### src/rtl/core/stick_axis_conditioner_defines.svh
// assertion macros shared by the stick axis conditioner rtl
`ifndef STICK_AXIS_CONDITIONER_DEFINES_SVH
`define STICK_AXIS_CONDITIONER_DEFINES_SVH

// expression holds at every clock edge outside reset
`define SAC_ASSERT_ALWAYS(label, clk, rstn, expr, msg) \
    label: assert property (@(posedge clk) disable iff (!rstn) (expr)) \
        else $error(msg);

// expression holds in the same cycle as the condition
`define SAC_ASSERT_IMPLY(label, clk, rstn, cond, expr, msg) \
    label: assert property (@(posedge clk) disable iff (!rstn) (cond) |-> (expr)) \
        else $error(msg);

`endif

### src/rtl/core/sac_pkg.sv
// types and constants of the stick axis conditioner
package sac_pkg;

    // field widths
    localparam int ADC_W      = 12;
    localparam int OUT_W      = 11;
    localparam int BAND_W     = 10;
    localparam int TRIM_W     = 12;
    localparam int CFG_DATA_W = 12;
    localparam int CFG_ADDR_W = 4;

    // divider widths: quotient never exceeds the output span
    localparam int QUO_W = 11;
    localparam int DIV_W = 12;
    localparam int NUM_W = DIV_W + QUO_W;

    // output scale
    localparam logic [OUT_W-1:0] OUT_MIN = 11'd191;
    localparam logic [OUT_W-1:0] OUT_MID = 11'd992;
    localparam logic [OUT_W-1:0] OUT_MAX = 11'd1792;
    localparam logic [OUT_W-1:0] OUT_MIRROR = OUT_MIN + OUT_MAX;
    localparam logic [ADC_W-1:0] ADC_FULL = 12'd4095;

    // register reset values
    localparam logic [ADC_W-1:0] CAL_LOW_RST    = 12'd0;
    localparam logic [ADC_W-1:0] CAL_CENTER_RST = 12'd2048;
    localparam logic [ADC_W-1:0] CAL_HIGH_RST   = 12'd4095;
    localparam logic [OUT_W-1:0] WIN_LOW_RST    = 11'd191;
    localparam logic [OUT_W-1:0] WIN_HIGH_RST   = 11'd1792;

    // register map
    typedef enum logic [CFG_ADDR_W-1:0] {
        REG_CAL_LOW       = 4'd0,
        REG_CAL_CENTER    = 4'd1,
        REG_CAL_HIGH      = 4'd2,
        REG_DEAD_BAND     = 4'd3,
        REG_MIRROR_ENABLE = 4'd4,
        REG_TRIM_OFFSET   = 4'd5,
        REG_WINDOW_LOW    = 4'd6,
        REG_WINDOW_HIGH   = 4'd7
    } cfg_addr_t;

    typedef struct packed {
        logic [ADC_W-1:0]         cal_low;
        logic [ADC_W-1:0]         cal_center;
        logic [ADC_W-1:0]         cal_high;
        logic [BAND_W-1:0]        dead_band;
        logic                     mirror_enable;
        logic signed [TRIM_W-1:0] trim_offset;
        logic [OUT_W-1:0]         window_low;
        logic [OUT_W-1:0]         window_high;
    } cfg_t;

    // beat handed along the divider chain
    typedef struct packed {
        logic [NUM_W-1:0] rem;
        logic [DIV_W-1:0] div;
        logic [QUO_W-1:0] quot;
        logic [OUT_W-1:0] base;
    } div_beat_t;

endpackage

### src/rtl/core/stick_axis_conditioner.sv
// stick axis conditioner top level: register file, front end, divider chain, back end
// a sample passes front end stages a and b, the divider cells, back end stages c and d
// throughput: one sample per clock without backpressure; 11 cells, one quotient bit each
// every stage holds its beat under backpressure and takes a new one as soon as it empties
// reset (aresetn low, synchronous) empties all stages and loads the register defaults
`include "stick_axis_conditioner_defines.svh"

module stick_axis_conditioner (
    input  logic        aclk,
    input  logic        aresetn,
    input  logic        cfg_we,
    input  logic [3:0]  cfg_addr,
    input  logic [11:0] cfg_wdata,
    input  logic        s_valid,
    output logic        s_ready,
    input  logic [11:0] s_adc_sample,
    output logic        m_valid,
    input  logic        m_ready,
    output logic [10:0] m_channel_value
);
    import sac_pkg::*;

    localparam int PIPE_DEPTH = QUO_W + 4;
    localparam int CNT_W      = $clog2(PIPE_DEPTH + 1);

    cfg_t             cfg_reg;
    logic [QUO_W:0]   chain_valid;
    logic [QUO_W:0]   chain_ready;
    div_beat_t        chain_beat [QUO_W+1];
    logic [CNT_W-1:0] flight_reg;
    logic [CNT_W-1:0] flight_next;

    // register writes
    always_ff @(posedge aclk) begin
        if (!aresetn) begin
            cfg_reg.cal_low       <= CAL_LOW_RST;
            cfg_reg.cal_center    <= CAL_CENTER_RST;
            cfg_reg.cal_high      <= CAL_HIGH_RST;
            cfg_reg.dead_band     <= '0;
            cfg_reg.mirror_enable <= 1'b0;
            cfg_reg.trim_offset   <= '0;
            cfg_reg.window_low    <= WIN_LOW_RST;
            cfg_reg.window_high   <= WIN_HIGH_RST;
        end else if (cfg_we) begin
            case (cfg_addr_t'(cfg_addr))
                REG_CAL_LOW:       cfg_reg.cal_low       <= cfg_wdata;
                REG_CAL_CENTER:    cfg_reg.cal_center    <= cfg_wdata;
                REG_CAL_HIGH:      cfg_reg.cal_high      <= cfg_wdata;
                REG_DEAD_BAND:     cfg_reg.dead_band     <= cfg_wdata[BAND_W-1:0];
                REG_MIRROR_ENABLE: cfg_reg.mirror_enable <= cfg_wdata[0];
                REG_TRIM_OFFSET:   cfg_reg.trim_offset   <= $signed(cfg_wdata);
                REG_WINDOW_LOW:    cfg_reg.window_low    <= cfg_wdata[OUT_W-1:0];
                REG_WINDOW_HIGH:   cfg_reg.window_high   <= cfg_wdata[OUT_W-1:0];
                default: begin
                end
            endcase
        end
    end

    // segment selection and numerator
    sac_front u_front (
        .aclk      (aclk),
        .aresetn   (aresetn),
        .cfg       (cfg_reg),
        .in_valid  (s_valid),
        .in_ready  (s_ready),
        .in_sample (s_adc_sample),
        .out_valid (chain_valid[0]),
        .out_ready (chain_ready[0]),
        .out_beat  (chain_beat[0])
    );

    // divider chain, most significant quotient bit first
    for (genvar i = 0; i < QUO_W; i++) begin : g_cell
        sac_div_cell #(
            .BIT (QUO_W - 1 - i)
        ) u_cell (
            .aclk      (aclk),
            .aresetn   (aresetn),
            .in_valid  (chain_valid[i]),
            .in_ready  (chain_ready[i]),
            .in_beat   (chain_beat[i]),
            .out_valid (chain_valid[i+1]),
            .out_ready (chain_ready[i+1]),
            .out_beat  (chain_beat[i+1])
        );
    end

    // deadzone, mirror, trim, window and output register
    sac_post u_post (
        .aclk            (aclk),
        .aresetn         (aresetn),
        .cfg             (cfg_reg),
        .in_valid        (chain_valid[QUO_W]),
        .in_ready        (chain_ready[QUO_W]),
        .in_beat         (chain_beat[QUO_W]),
        .m_valid         (m_valid),
        .m_ready         (m_ready),
        .m_channel_value (m_channel_value)
    );

    // beats in flight, for the checks below
    assign flight_next = flight_reg + CNT_W'(s_valid && s_ready) - CNT_W'(m_valid && m_ready);

    always_ff @(posedge aclk) begin
        if (!aresetn) begin
            flight_reg <= '0;
        end else begin
            flight_reg <= flight_next;
        end
    end

    `SAC_ASSERT_IMPLY(a_out_range, aclk, aresetn, m_valid, (m_channel_value >= OUT_MIN) && (m_channel_value <= OUT_MAX), "value out of range")
    `SAC_ASSERT_IMPLY(a_div_rem, aclk, aresetn, chain_valid[QUO_W], chain_beat[QUO_W].rem < NUM_W'(chain_beat[QUO_W].div), "remainder too large")
    `SAC_ASSERT_ALWAYS(a_flight_max, aclk, aresetn, flight_reg <= CNT_W'(PIPE_DEPTH), "too many beats in flight")
    `SAC_ASSERT_IMPLY(a_flight_out, aclk, aresetn, m_valid, flight_reg != '0, "result without a sample")

endmodule

### src/rtl/core/sac_front.sv
// segment selection and numerator product ahead of the divider chain
module sac_front (
    input  logic              aclk,
    input  logic              aresetn,
    input  sac_pkg::cfg_t     cfg,
    input  logic              in_valid,
    output logic              in_ready,
    input  logic [11:0]       in_sample,
    output logic              out_valid,
    input  logic              out_ready,
    output sac_pkg::div_beat_t out_beat
);
    import sac_pkg::*;

    logic             cal_bad;
    logic [ADC_W-1:0] seg_lo;
    logic [ADC_W-1:0] seg_hi;
    logic [OUT_W-1:0] seg_out_lo;
    logic [OUT_W-1:0] seg_out_hi;

    logic             a_valid_reg;
    logic             a_valid_next;
    logic             a_ready;
    logic [ADC_W-1:0] a_offs_reg;
    logic [ADC_W-1:0] a_offs_next;
    logic [DIV_W-1:0] a_span_reg;
    logic [DIV_W-1:0] a_span_next;
    logic [OUT_W-1:0] a_spo_reg;
    logic [OUT_W-1:0] a_spo_next;
    logic [OUT_W-1:0] a_base_reg;
    logic [OUT_W-1:0] a_base_next;

    logic             b_valid_reg;
    logic             b_valid_next;
    logic             b_ready;
    div_beat_t        b_beat_reg;
    div_beat_t        b_beat_next;
    logic [NUM_W-1:0] b_prod;

    // segment choice from the calibration points
    always_comb begin
        cal_bad = (cfg.cal_center <= cfg.cal_low) || (cfg.cal_high <= cfg.cal_center);
        if (cal_bad) begin
            seg_lo     = '0;
            seg_hi     = ADC_FULL;
            seg_out_lo = OUT_MIN;
            seg_out_hi = OUT_MAX;
        end else if (in_sample <= cfg.cal_center) begin
            seg_lo     = cfg.cal_low;
            seg_hi     = cfg.cal_center;
            seg_out_lo = OUT_MIN;
            seg_out_hi = OUT_MID;
        end else begin
            seg_lo     = cfg.cal_center;
            seg_hi     = cfg.cal_high;
            seg_out_lo = OUT_MID;
            seg_out_hi = OUT_MAX;
        end
    end

    // end points and empty span give a fixed value through a zero numerator
    always_comb begin
        a_offs_next = '0;
        a_span_next = DIV_W'(1);
        a_spo_next  = '0;
        a_base_next = seg_out_lo;
        if (seg_hi <= seg_lo) begin
            a_base_next = seg_out_lo;
        end else if (in_sample <= seg_lo) begin
            a_base_next = seg_out_lo;
        end else if (in_sample >= seg_hi) begin
            a_base_next = seg_out_hi;
        end else begin
            a_offs_next = in_sample - seg_lo;
            a_span_next = seg_hi - seg_lo;
            a_spo_next  = seg_out_hi - seg_out_lo;
        end
    end

    // numerator with half the divisor for rounding
    assign b_prod = NUM_W'(a_offs_reg) * NUM_W'(a_spo_reg);

    always_comb begin
        b_beat_next.rem  = b_prod + NUM_W'(a_span_reg >> 1);
        b_beat_next.div  = a_span_reg;
        b_beat_next.quot = '0;
        b_beat_next.base = a_base_reg;
    end

    // stage handshake
    assign b_ready      = !b_valid_reg || out_ready;
    assign a_ready      = !a_valid_reg || b_ready;
    assign in_ready     = a_ready;
    assign a_valid_next = a_ready ? in_valid : a_valid_reg;
    assign b_valid_next = b_ready ? a_valid_reg : b_valid_reg;

    always_ff @(posedge aclk) begin
        if (!aresetn) begin
            a_valid_reg <= 1'b0;
            b_valid_reg <= 1'b0;
        end else begin
            a_valid_reg <= a_valid_next;
            b_valid_reg <= b_valid_next;
        end
    end

    always_ff @(posedge aclk) begin
        if (in_valid && a_ready) begin
            a_offs_reg <= a_offs_next;
            a_span_reg <= a_span_next;
            a_spo_reg  <= a_spo_next;
            a_base_reg <= a_base_next;
        end
        if (a_valid_reg && b_ready) begin
            b_beat_reg <= b_beat_next;
        end
    end

    assign out_valid = b_valid_reg;
    assign out_beat  = b_beat_reg;

endmodule

### src/rtl/core/sac_div_cell.sv
// one restoring division cell, settles one quotient bit per beat
module sac_div_cell #(
    parameter int BIT = 0
) (
    input  logic               aclk,
    input  logic               aresetn,
    input  logic               in_valid,
    output logic               in_ready,
    input  sac_pkg::div_beat_t in_beat,
    output logic               out_valid,
    input  logic               out_ready,
    output sac_pkg::div_beat_t out_beat
);
    import sac_pkg::*;

    logic             valid_reg;
    logic             valid_next;
    div_beat_t        beat_reg;
    div_beat_t        beat_next;
    logic [NUM_W-1:0] div_shift;
    logic             take;

    // trial subtract of the shifted divisor
    assign div_shift = NUM_W'(in_beat.div) << BIT;
    assign take      = in_beat.rem >= div_shift;

    always_comb begin
        beat_next      = in_beat;
        beat_next.rem  = take ? (in_beat.rem - div_shift) : in_beat.rem;
        beat_next.quot = {in_beat.quot[QUO_W-2:0], take};
    end

    // stage handshake
    assign in_ready   = !valid_reg || out_ready;
    assign valid_next = in_ready ? in_valid : valid_reg;

    always_ff @(posedge aclk) begin
        if (!aresetn) begin
            valid_reg <= 1'b0;
        end else begin
            valid_reg <= valid_next;
        end
    end

    always_ff @(posedge aclk) begin
        if (in_valid && in_ready) begin
            beat_reg <= beat_next;
        end
    end

    assign out_valid = valid_reg;
    assign out_beat  = beat_reg;

endmodule

### src/rtl/core/sac_post.sv
// deadzone, mirror, trim and cutoff window after the divider
module sac_post (
    input  logic               aclk,
    input  logic               aresetn,
    input  sac_pkg::cfg_t      cfg,
    input  logic               in_valid,
    output logic               in_ready,
    input  sac_pkg::div_beat_t in_beat,
    output logic               m_valid,
    input  logic               m_ready,
    output logic [10:0]        m_channel_value
);
    import sac_pkg::*;

    logic                   c_valid_reg;
    logic                   c_valid_next;
    logic                   c_ready;
    logic [OUT_W-1:0]       c_val_reg;
    logic [OUT_W-1:0]       c_val_next;
    logic [OUT_W:0]         c_sum;
    logic [OUT_W-1:0]       c_clamped;
    logic [OUT_W-1:0]       c_delta;
    logic [OUT_W-1:0]       c_snapped;

    logic                   d_valid_reg;
    logic                   d_valid_next;
    logic                   d_ready;
    logic [OUT_W-1:0]       d_val_reg;
    logic [OUT_W-1:0]       d_val_next;
    logic signed [OUT_W+1:0] d_sum;
    logic [OUT_W-1:0]       d_trimmed;
    logic [OUT_W-1:0]       win_lo;
    logic [OUT_W-1:0]       win_hi;
    logic [OUT_W-1:0]       lim_lo;
    logic [OUT_W-1:0]       lim_hi;

    // segment base plus quotient, clamped to the output range
    always_comb begin
        c_sum = {1'b0, in_beat.base} + {1'b0, in_beat.quot};
        if (c_sum < {1'b0, OUT_MIN}) begin
            c_clamped = OUT_MIN;
        end else if (c_sum > {1'b0, OUT_MAX}) begin
            c_clamped = OUT_MAX;
        end else begin
            c_clamped = c_sum[OUT_W-1:0];
        end
    end

    // deadzone snap and mirror
    always_comb begin
        c_delta   = (c_clamped > OUT_MID) ? (c_clamped - OUT_MID) : (OUT_MID - c_clamped);
        c_snapped = (c_delta <= {1'b0, cfg.dead_band}) ? OUT_MID : c_clamped;
        c_val_next = cfg.mirror_enable ? (OUT_MIRROR - c_snapped) : c_snapped;
    end

    // trim with saturation
    always_comb begin
        d_sum = $signed({2'b00, c_val_reg})
              + $signed({cfg.trim_offset[TRIM_W-1], cfg.trim_offset});
        if (d_sum < $signed({2'b00, OUT_MIN})) begin
            d_trimmed = OUT_MIN;
        end else if (d_sum > $signed({2'b00, OUT_MAX})) begin
            d_trimmed = OUT_MAX;
        end else begin
            d_trimmed = d_sum[OUT_W-1:0];
        end
    end

    // cutoff window, sanitised to the output range
    always_comb begin
        win_lo = (cfg.window_low < OUT_MIN) ? OUT_MIN : cfg.window_low;
        win_hi = (cfg.window_high > OUT_MAX) ? OUT_MAX : cfg.window_high;
        if (win_hi < win_lo) begin
            lim_lo = OUT_MIN;
            lim_hi = OUT_MAX;
        end else begin
            lim_lo = win_lo;
            lim_hi = win_hi;
        end
        if (d_trimmed < lim_lo) begin
            d_val_next = lim_lo;
        end else if (d_trimmed > lim_hi) begin
            d_val_next = lim_hi;
        end else begin
            d_val_next = d_trimmed;
        end
    end

    // stage handshake, last stage is the output register
    assign d_ready      = !d_valid_reg || m_ready;
    assign c_ready      = !c_valid_reg || d_ready;
    assign in_ready     = c_ready;
    assign c_valid_next = c_ready ? in_valid : c_valid_reg;
    assign d_valid_next = d_ready ? c_valid_reg : d_valid_reg;

    always_ff @(posedge aclk) begin
        if (!aresetn) begin
            c_valid_reg <= 1'b0;
            d_valid_reg <= 1'b0;
        end else begin
            c_valid_reg <= c_valid_next;
            d_valid_reg <= d_valid_next;
        end
    end

    always_ff @(posedge aclk) begin
        if (in_valid && c_ready) begin
            c_val_reg <= c_val_next;
        end
        if (c_valid_reg && d_ready) begin
            d_val_reg <= d_val_next;
        end
    end

    assign m_valid         = d_valid_reg;
    assign m_channel_value = d_val_reg;

endmodule
### config.mk
export PLATFORM = sky130hd
export DESIGN_NAME = stick_axis_conditioner
export DESIGN_NICKNAME = d
export VERILOG_FILES = /design/src/rtl/core/sac_pkg.sv /design/src/rtl/core/stick_axis_conditioner.sv /design/src/rtl/core/sac_front.sv /design/src/rtl/core/sac_div_cell.sv /design/src/rtl/core/sac_post.sv
export VERILOG_INCLUDE_DIRS = /design/src /design/src/rtl/core
export SDC_FILE = /design/constraint.sdc
export NUM_CORES = 2
export LEC_CHECK = 0
export ABC_AREA = 0
export BUFFER_PORTS_ARGS = -buffer_cell sky130_fd_sc_hd__buf_2
export CELL_PAD_IN_SITES_DETAIL_PLACEMENT = 0
export CELL_PAD_IN_SITES_GLOBAL_PLACEMENT = 1
export CORE_MARGIN = 2
export CORE_UTILIZATION = 30
export CTS_CLUSTER_SIZE = 20
export DETAILED_ROUTE_END_ITERATION = 6
export GPL_TIMING_DRIVEN = 0
export PLACE_DENSITY_LB_ADDON = 0.1
export SETUP_SLACK_MARGIN = 0.15
export SYNTH_ARGS = -nofsm -noshare
export SYNTH_HDL_FRONTEND = slang
export SYNTH_SLANG_ARGS = --single-unit
### constraint.sdc
create_clock -name aclk -period 7.27 [get_ports aclk]
set_clock_uncertainty 0.15 [all_clocks]
set_input_delay 0 -clock aclk [delete_from_list [all_inputs] [get_ports aclk]]
set_output_delay 0 -clock aclk [all_outputs]
set_load 0.1 [all_outputs]
# [Yosys cells after proc, flatten, opt, wreduce, memory -nomap -nowiden]
# Index checks and enable logic that the tools add are counted.
[word_totals] ram_bits=0 word_cells=219 output_inout_bits=13 regBits=747 in_bits=33 n_memories=0 rom_bits=0 latch_bits=0
[classes] n_div=0 n_eq_ne=7 bitwise_logic=0 add_sub_neg=19 n_mux=34 multipliers=1 reduce_logical=56 order_cmp=28 shift=0
[ops] cell="23-bit two-way mux" n=10
[ops] cell="11-bit two-way mux" n=19
[ops] cell="12-bit <= comparator" n=5
[ops] cell="12-bit two-way mux" n=4
[ops] cell="12-bit subtractor" n=2
[ops] cell="23-bit by 11-bit adder with 23-bit output" n=1
[ops] cell="23-bit by 12-bit >= comparator with 1-bit output" n=1
[ops] cell="23-bit by 13-bit >= comparator with 1-bit output" n=1
[ops] cell="23-bit by 14-bit >= comparator with 1-bit output" n=1
[ops] cell="23-bit by 15-bit >= comparator with 1-bit output" n=1
[ops] cell="23-bit by 16-bit >= comparator with 1-bit output" n=1
[ops] cell="23-bit by 17-bit >= comparator with 1-bit output" n=1
[ops] cell="23-bit by 18-bit >= comparator with 1-bit output" n=1
[ops] cell="23-bit by 19-bit >= comparator with 1-bit output" n=1
[ops] cell="23-bit by 20-bit >= comparator with 1-bit output" n=1
[ops] cell="23-bit by 21-bit >= comparator with 1-bit output" n=1
[ops] cell="23-bit by 22-bit >= comparator with 1-bit output" n=1
[ops] cell="12-bit by 11-bit multiplier with 23-bit output" n=1
[ops] cell="23-bit by 13-bit subtractor with 23-bit output" n=1
[ops] cell="23-bit by 14-bit subtractor with 23-bit output" n=1
[ops] cell="23-bit by 15-bit subtractor with 23-bit output" n=1
[ops] cell="23-bit by 16-bit subtractor with 23-bit output" n=1
[ops] cell="23-bit by 17-bit subtractor with 23-bit output" n=1
[ops] cell="23-bit by 18-bit subtractor with 23-bit output" n=1
[ops] cell="31 further kinds" n=86

# [Longest topological paths before layout]
[logic_depth] ltp_word=17 ltp_mapped=31 depth_no_buf=31

# [Hierarchy]
# Synthesis repeated with hierarchy kept, for this count alone.
[unflattened] cells_unflattened=3885 area_unflattened_um2=45926.5
[modules_own_cells] module="sac_front" cells_per_inst=875 n_inst=1 area_per_inst_um2=8747.1 seq_area_each_um2=2322.2
[modules_own_cells] module="sac_post" cells_per_inst=565 n_inst=1 area_per_inst_um2=4463.0 seq_area_each_um2=700.7
[modules_own_cells] module="stick_axis_conditioner" cells_per_inst=301 n_inst=1 area_per_inst_um2=3103.0 seq_area_each_um2=1621.6
[modules_own_cells] module="sac_div_cell (g_cell[10].u_cell)" cells_per_inst=212 n_inst=1 area_per_inst_um2=2816.5 seq_area_each_um2=1731.7
[modules_own_cells] module="sac_div_cell (g_cell[9].u_cell)" cells_per_inst=215 n_inst=1 area_per_inst_um2=2795.2 seq_area_each_um2=1731.7
[modules_own_cells] module="sac_div_cell (g_cell[8].u_cell)" cells_per_inst=213 n_inst=1 area_per_inst_um2=2777.7 seq_area_each_um2=1731.7
[modules_own_cells] module="sac_div_cell (g_cell[7].u_cell)" cells_per_inst=205 n_inst=1 area_per_inst_um2=2773.9 seq_area_each_um2=1731.7
[modules_own_cells] module="sac_div_cell (g_cell[5].u_cell)" cells_per_inst=199 n_inst=1 area_per_inst_um2=2700.1 seq_area_each_um2=1731.7
[modules_own_cells] module="sac_div_cell (g_cell[2].u_cell)" cells_per_inst=185 n_inst=1 area_per_inst_um2=2690.1 seq_area_each_um2=1731.7
[modules_own_cells] module="sac_div_cell (g_cell[6].u_cell)" cells_per_inst=188 n_inst=1 area_per_inst_um2=2681.3 seq_area_each_um2=1731.7
[modules_own_cells] module="sac_div_cell (g_cell[3].u_cell)" cells_per_inst=186 n_inst=1 area_per_inst_um2=2653.8 seq_area_each_um2=1731.7
[modules_own_cells] module="sac_div_cell (g_cell[4].u_cell)" cells_per_inst=181 n_inst=1 area_per_inst_um2=2625.0 seq_area_each_um2=1731.7
[modules_own_cells] module="sac_div_cell (g_cell[0].u_cell)" cells_per_inst=184 n_inst=1 area_per_inst_um2=2552.4 seq_area_each_um2=1731.7
[modules_own_cells] module="sac_div_cell (g_cell[1].u_cell)" cells_per_inst=176 n_inst=1 area_per_inst_um2=2547.4 seq_area_each_um2=1731.7

# [Worst setup path after synthesis]
# No wires, ideal clock.
[synth_timing] kind="register -> register" from="register g_cell[10].u_cell.beat_reg, in the netlist g_cell[10].u_cell.out_beat[4]" to="register u_post.c_val_reg[10] (data pin)" t_arrival_ns=6.075 period_less_slack_ns=6.507 setup_ns=0.282 path_stages_with_launch=32 setup_slack_ns=0.763 cell_sequence="edfxtp_1 > ha_1 > inv_1 > fa_1 > nor2b_2 > o311ai_4 > a311oi_1 > and2_1 > nand4_2 > nand2_1 > o21ai_0 > o21ai_0 > ha_1 > o21ai_1 > o311ai_2 > o31a_2 > nor2_1 > a21oi_1 > ha_1 > nor2b_1 > o21a_1 > o21a_1 > o211ai_1 > a21oi_1 > a2111oi_0 > nor3_1 > a21oi_4 > or2_1 > ha_1 > nand3_1 > o22ai_1 > a221oi_1"
[synth_between] elab_chain_len=10 elab_cells_between_ends=13 cone_classes="4 x add/sub; 4 x order compare; 5 x mux"
[synth_rtl] element="start: declaration" line="sac_div_cell.sv:18" source="div_beat_t beat_reg;"
[synth_rtl] element="start signal: assignment" line="sac_div_cell.sv:47" source="beat_reg <= beat_next;"
[synth_rtl] element="11-bit by 11-bit adder with 12-bit output *" line="sac_post.sv:39" source="c_sum = {1'b0, in_beat.base} + {1'b0, in_beat.quot};"
[synth_rtl] element="12-bit by 11-bit greater-than comparator with 1-bit output" line="sac_post.sv:42" source="end else if (c_sum > {1'b0, OUT_MAX}) begin"
[synth_rtl] element="11-bit two-way mux" line="sac_post.sv:42"
[synth_rtl] element="11-bit two-way mux *" line="sac_post.sv:40" source="if (c_sum < {1'b0, OUT_MIN}) begin"
[synth_rtl] element="10-bit by 11-bit subtractor with 11-bit output, or another cell as far along" line="sac_post.sv:51" source="c_delta = (c_clamped > OUT_MID) ? (c_clamped - OUT_MID) : (OUT_MID - c_clamped);"
[synth_rtl] element="11-bit two-way mux" line="sac_post.sv:51"
[synth_rtl] element="11-bit by 10-bit <= comparator with 1-bit output" line="sac_post.sv:52" source="c_snapped = (c_delta <= {1'b0, cfg.dead_band}) ? OUT_MID : c_clamped;"
[synth_rtl] element="11-bit two-way mux *" line="sac_post.sv:52"
[synth_rtl] element="via u_post.c_snapped[6]" line="sac_post.sv:23" source="logic [OUT_W-1:0] c_snapped;"
[synth_rtl] element="11-bit subtractor *" line="sac_post.sv:53" source="c_val_next = cfg.mirror_enable ? (OUT_MIRROR - c_snapped) : c_snapped;"
[synth_rtl] element="11-bit two-way mux *" line="sac_post.sv:53"
[synth_rtl] element="via u_post.c_val_next[10]" line="sac_post.sv:19" source="logic [OUT_W-1:0] c_val_next;"
[synth_rtl] element="end signal: assignment" line="sac_post.sv:108" source="c_val_reg <= c_val_next;"
[synth_rtl] element="end: declaration" line="sac_post.sv:18" source="logic [OUT_W-1:0] c_val_reg;"
# The timed path passes the listed nets; every way through them passes the cells marked *.
# A chain may end at the register's enable or synchronous reset.

# [Worst setup path in the final report]
# Ends and elaborated chain as after synthesis.

==> metrics.md <==
| Metric | Value |
|---|---|
| Status | `complete, no violations` |
| Diodes inserted | `0` |
| RSZ-0062 raised after global routing | `no` |
| Dpl hpwl | `72100 um` |
| Ys flop type | `edfxtp_1` |
| Global-route wire length before repair | `148000 um` |
| Fraction of registers with async set/reset | `0%` |
| First drt pass iteration count | `5` |
| Warnings from Yosys | `0` |
| Worst-Margin Slew | `1.10 ns` |
| DRC | `0` |
| Total wire length | `92500 um` |
| Area delta synth->final | `15.9%` |
| Post-route cell area | `44600 um^2` |
| Startpoint class of the critical path | `flip-flop` |
| Max reg flops | `471` |
| Adder-cell area share of the yosys netlist | `14.8%` |
| FP Rows | `131` |
| Post-Layout Cell Count | `5443` |
| Clk_lat worst skew | `0.64 ns` |
| # IOs | `46` |
| Synth Area in XOR/XNOR | `4.55%` |
| Fillers | `12800` |
| Synth Area in Compound Gates | `11.3%` |
| Hold Path Class | `primary input to flip-flop` |
| Post-synth EDFFs | `567` |
| Critical R2R Capture | `u_post.c_val_reg[10]` |
| Die H | `362 um` |
| Synth top area share | `44.2%` |
| Largest cells by area after synthesis | `edfxtp_1, ha_1, dfxtp_1` |
| Die area | `131000 um^2` |
| Minimum clock period | `6.66 ns` |
| Initial antenna violation count | `0` |
| Post-DP Area | `41100 um^2` |
| Syn nets | `3961` |
| Arrival time worst endpoint | `6.88 ns` |
| Top-count cell post-synth | `edfxtp_1` |
| GP Congestion | `0.783` |
| Register area share after synthesis | `49.2%` |
| Slowest cell on the critical path | `edfxtp_1` |
| GR Overflow Total | `0` |
| PD cells | `230 nW/um^2` |
| Largest family of logic cells by synthesized area | `adder cells` |
| Crit path largest cell delay | `0.51 ns` |
| Slew Limit Fails | `0` |
| Setup crit start | `g_cell[10].u_cell.out_beat[4]` |
| Post-synth cell types | `100` |
| Placed insts | `5228` |
| Buffers on Ports | `41` |
| End point of the critical path | `u_post.c_val_reg[10]` |
| Synth Cell Area | `38500 um^2` |
| Worst path bufs/invs | `2` |
| Drt wl/cell | `17.0 um` |
| Family with the most delay on the worst path | `compound AO/OA/AOI/OAI gates` |
| Fraction of layout cells with a size suffix above 1 | `7.91%` |
| Crit path max fanout | `5` |
| Die Wd | `362 um` |
| Clock root buffer | `clkbuf_16` |
| PnR Total Power | `10.3 mW` |
| Tot GR Track Use | `14.3%` |
| CTS Sinks | `663` |
| Max frequency | `150 MHz` |
| #FFs+latches synth | `663` |
| Clk slew on worst S/H paths | `0.06 ns` |
| Synth area leader | `edfxtp_1` |
| Most used cell, CP | `ha_1` |
| R2R Setup Slk | `0.61 ns` |
| CTS H-tree lvls | `3` |
| CP Capture Type | `flip-flop` |
| RR Startpoint | `g_cell[10].u_cell.out_beat[4]` |
| Placeable Area | `128000 um^2` |
| Stages on the worst setup path | `28` |
| Vias/cell | `4.64` |
| Post-route ant nets | `0` |
| Vias in the first global route | `26000` |
| CP Data Required Time | `7.49 ns` |
| CTS tree | `built` |
| CP Class | `flip-flop to flip-flop` |
| Final Hold Fails | `0` |
| Initial Util | `30.2%` |
| Synth top cells by count | `edfxtp_1, ha_1, inv_1, nand2_1, nor2_1` |
| Tcrit/Tclk final | `91.6%` |
| Final nets | `4166` |
| Number of DRC markers in iteration 0 | `1183` |
| Num CTS Buffers | `80` |
| Simple-gate area share of the yosys netlist | `14.0%` |
| Cells after Synth | `3512` |
| DR vias | `25200` |
| R2R depth | `28` |
| Max_slew headroom | `26.5%` |
| Setup-failing EPs final | `0` |
| Clk buf depth | `3` |
| Syn avg cell area | `11.0 um^2` |
| TNS Setup | `0 ns` |
| Maximum VDD drop | `0.179 mV` |
| Total of max-cap violations | `0` |
| Mux contribution to synthesized area | `2.21%` |
| Static leakage | `17.4 nW` |
| Largest net degree at the start of global routing | `38` |
==> per-stage QoR <==
step | worst slack, ns | util [%] | hold WS (ns)
6_report | 0.611 | 35.0 | 0.0951
3_5_place_dp | -0.608 | 32.3 | 0.168
3_3_place_gp | -0.722 | 32.0 | 0.163
2_1_floorplan | 0.763 | - | -0.0260
4_1_cts | 0.247 | 34.8 | 0.0509
5_1_grt | 0.155 | 35.0 | 0.111
==> tightest hold or removal path: stages <==
cell	delay (ns)
dlygate4sd3_1	0.52
buf_2	0.16
mux2i_1	0.08
nor2b_1	0.09
==> where the power goes <==
group | switching [mW] | internal [mW]
sequential | 0.100 | 4.30
clock | 1.66 | 2.31
combinational | 1.09 | 0.803
total | 2.84 | 7.41
==> layout make-up <==
| type | count | area [um^2] | area share (%) |
|---|---|---|---|
| flip-flops and latches | 663 | 18900 | 42.5 |
| multi-input cells | 2455 | 18400 | 41.3 |
| clock buffers | 95 | 2110 | 4.73 |
| well taps | 1662 | 2080 | 4.66 |
| inverters | 316 | 1190 | 2.66 |
| repair buffers | 122 | 1070 | 2.41 |
| clock inverters | 51 | 502 | 1.12 |
| plain buffers | 79 | 314 | 0.704 |
==> cells in the final DEF, fill, tap and decap left out, types with 14 or more instances in the layout <==
cell and count:
and3_1 21, fa_1 66, a31oi_1 17, xor2_1 70, a21boi_0 30, dfxtp_1 96, buf_2 43, nand2_1 305
or2_2 14, nand3_1 59, nor2_1 235, nor3_1 71, clkinv_1 16, buf_4 21, mux2_2 15, clkinv_2 15
edfxtp_1 567, clkbuf_16 82, dlygate4sd3_1 49, ha_1 347, o31ai_1 15, inv_1 316, nand2b_1 45, or3_1 21
xnor2_1 124, nor2b_1 106, nor4_1 23, mux2i_1 68, o21a_1 33, a21o_1 80, and2_1 58, o21ai_0 144
a21oi_1 208, o211ai_1 18, nand4_1 45, clkbuf_1 82
==> cell families after synthesis <==
| kind of cell | count (synthesis) |
|---|---|
| muxes | 83 |
| buffers and inverters | 395 |
| and+or+nand+nor | 1086 |
| DFF | 663 |
| adders and majority gates | 416 |
| xor gates and xnor gates | 197 |
| AOI/OAI and AO/OA | 671 |
| other | 1 |
==> repair_timing <==
| action | 4_1_cts | 5_1_grt |
|---|---|---|
| buffers inserted | 10 | 9 |
| pin swaps | 7 | 12 |
| hold buffers | 49 | 0 |
| endpoints found under the setup margin | 11 | 9 |
| hold endpoints to repair | 104 | 0 |
| gates resized for setup | 17 | 30 |
| cloned | 0 | 1 |
==> worst min-delay path by stage <==
stage | from | end | slack [ns] | depth (start not counted)
final | cfg_wdata[11] | cfg_reg[33] | 0.1 | 4
after detailed placement | s_valid | u_front.a_valid_reg | 0.17 | 3
after CTS | cfg_wdata[11] | cfg_reg[33] | 0.05 | 4
after global routing | cfg_wdata[6] | cfg_reg[17] | 0.11 | 4
after floorplan | cfg_wdata[10] | cfg_reg[10] | -0.03 | 2
after global placement | cfg_wdata[11] | cfg_reg[56] | 0.16 | 3
==> layer usage <==
| layer | wire length (um) | GRT usage, % |
|---|---|---|
| met1 | 44000 | 18.9 |
| met5 | 0 | 0 |
| met2 | 43600 | 24.1 |
| met4 | 2600 | 4.28 |
| met3 | 2260 | 2.04 |
(Power assumes the default switching activity.)
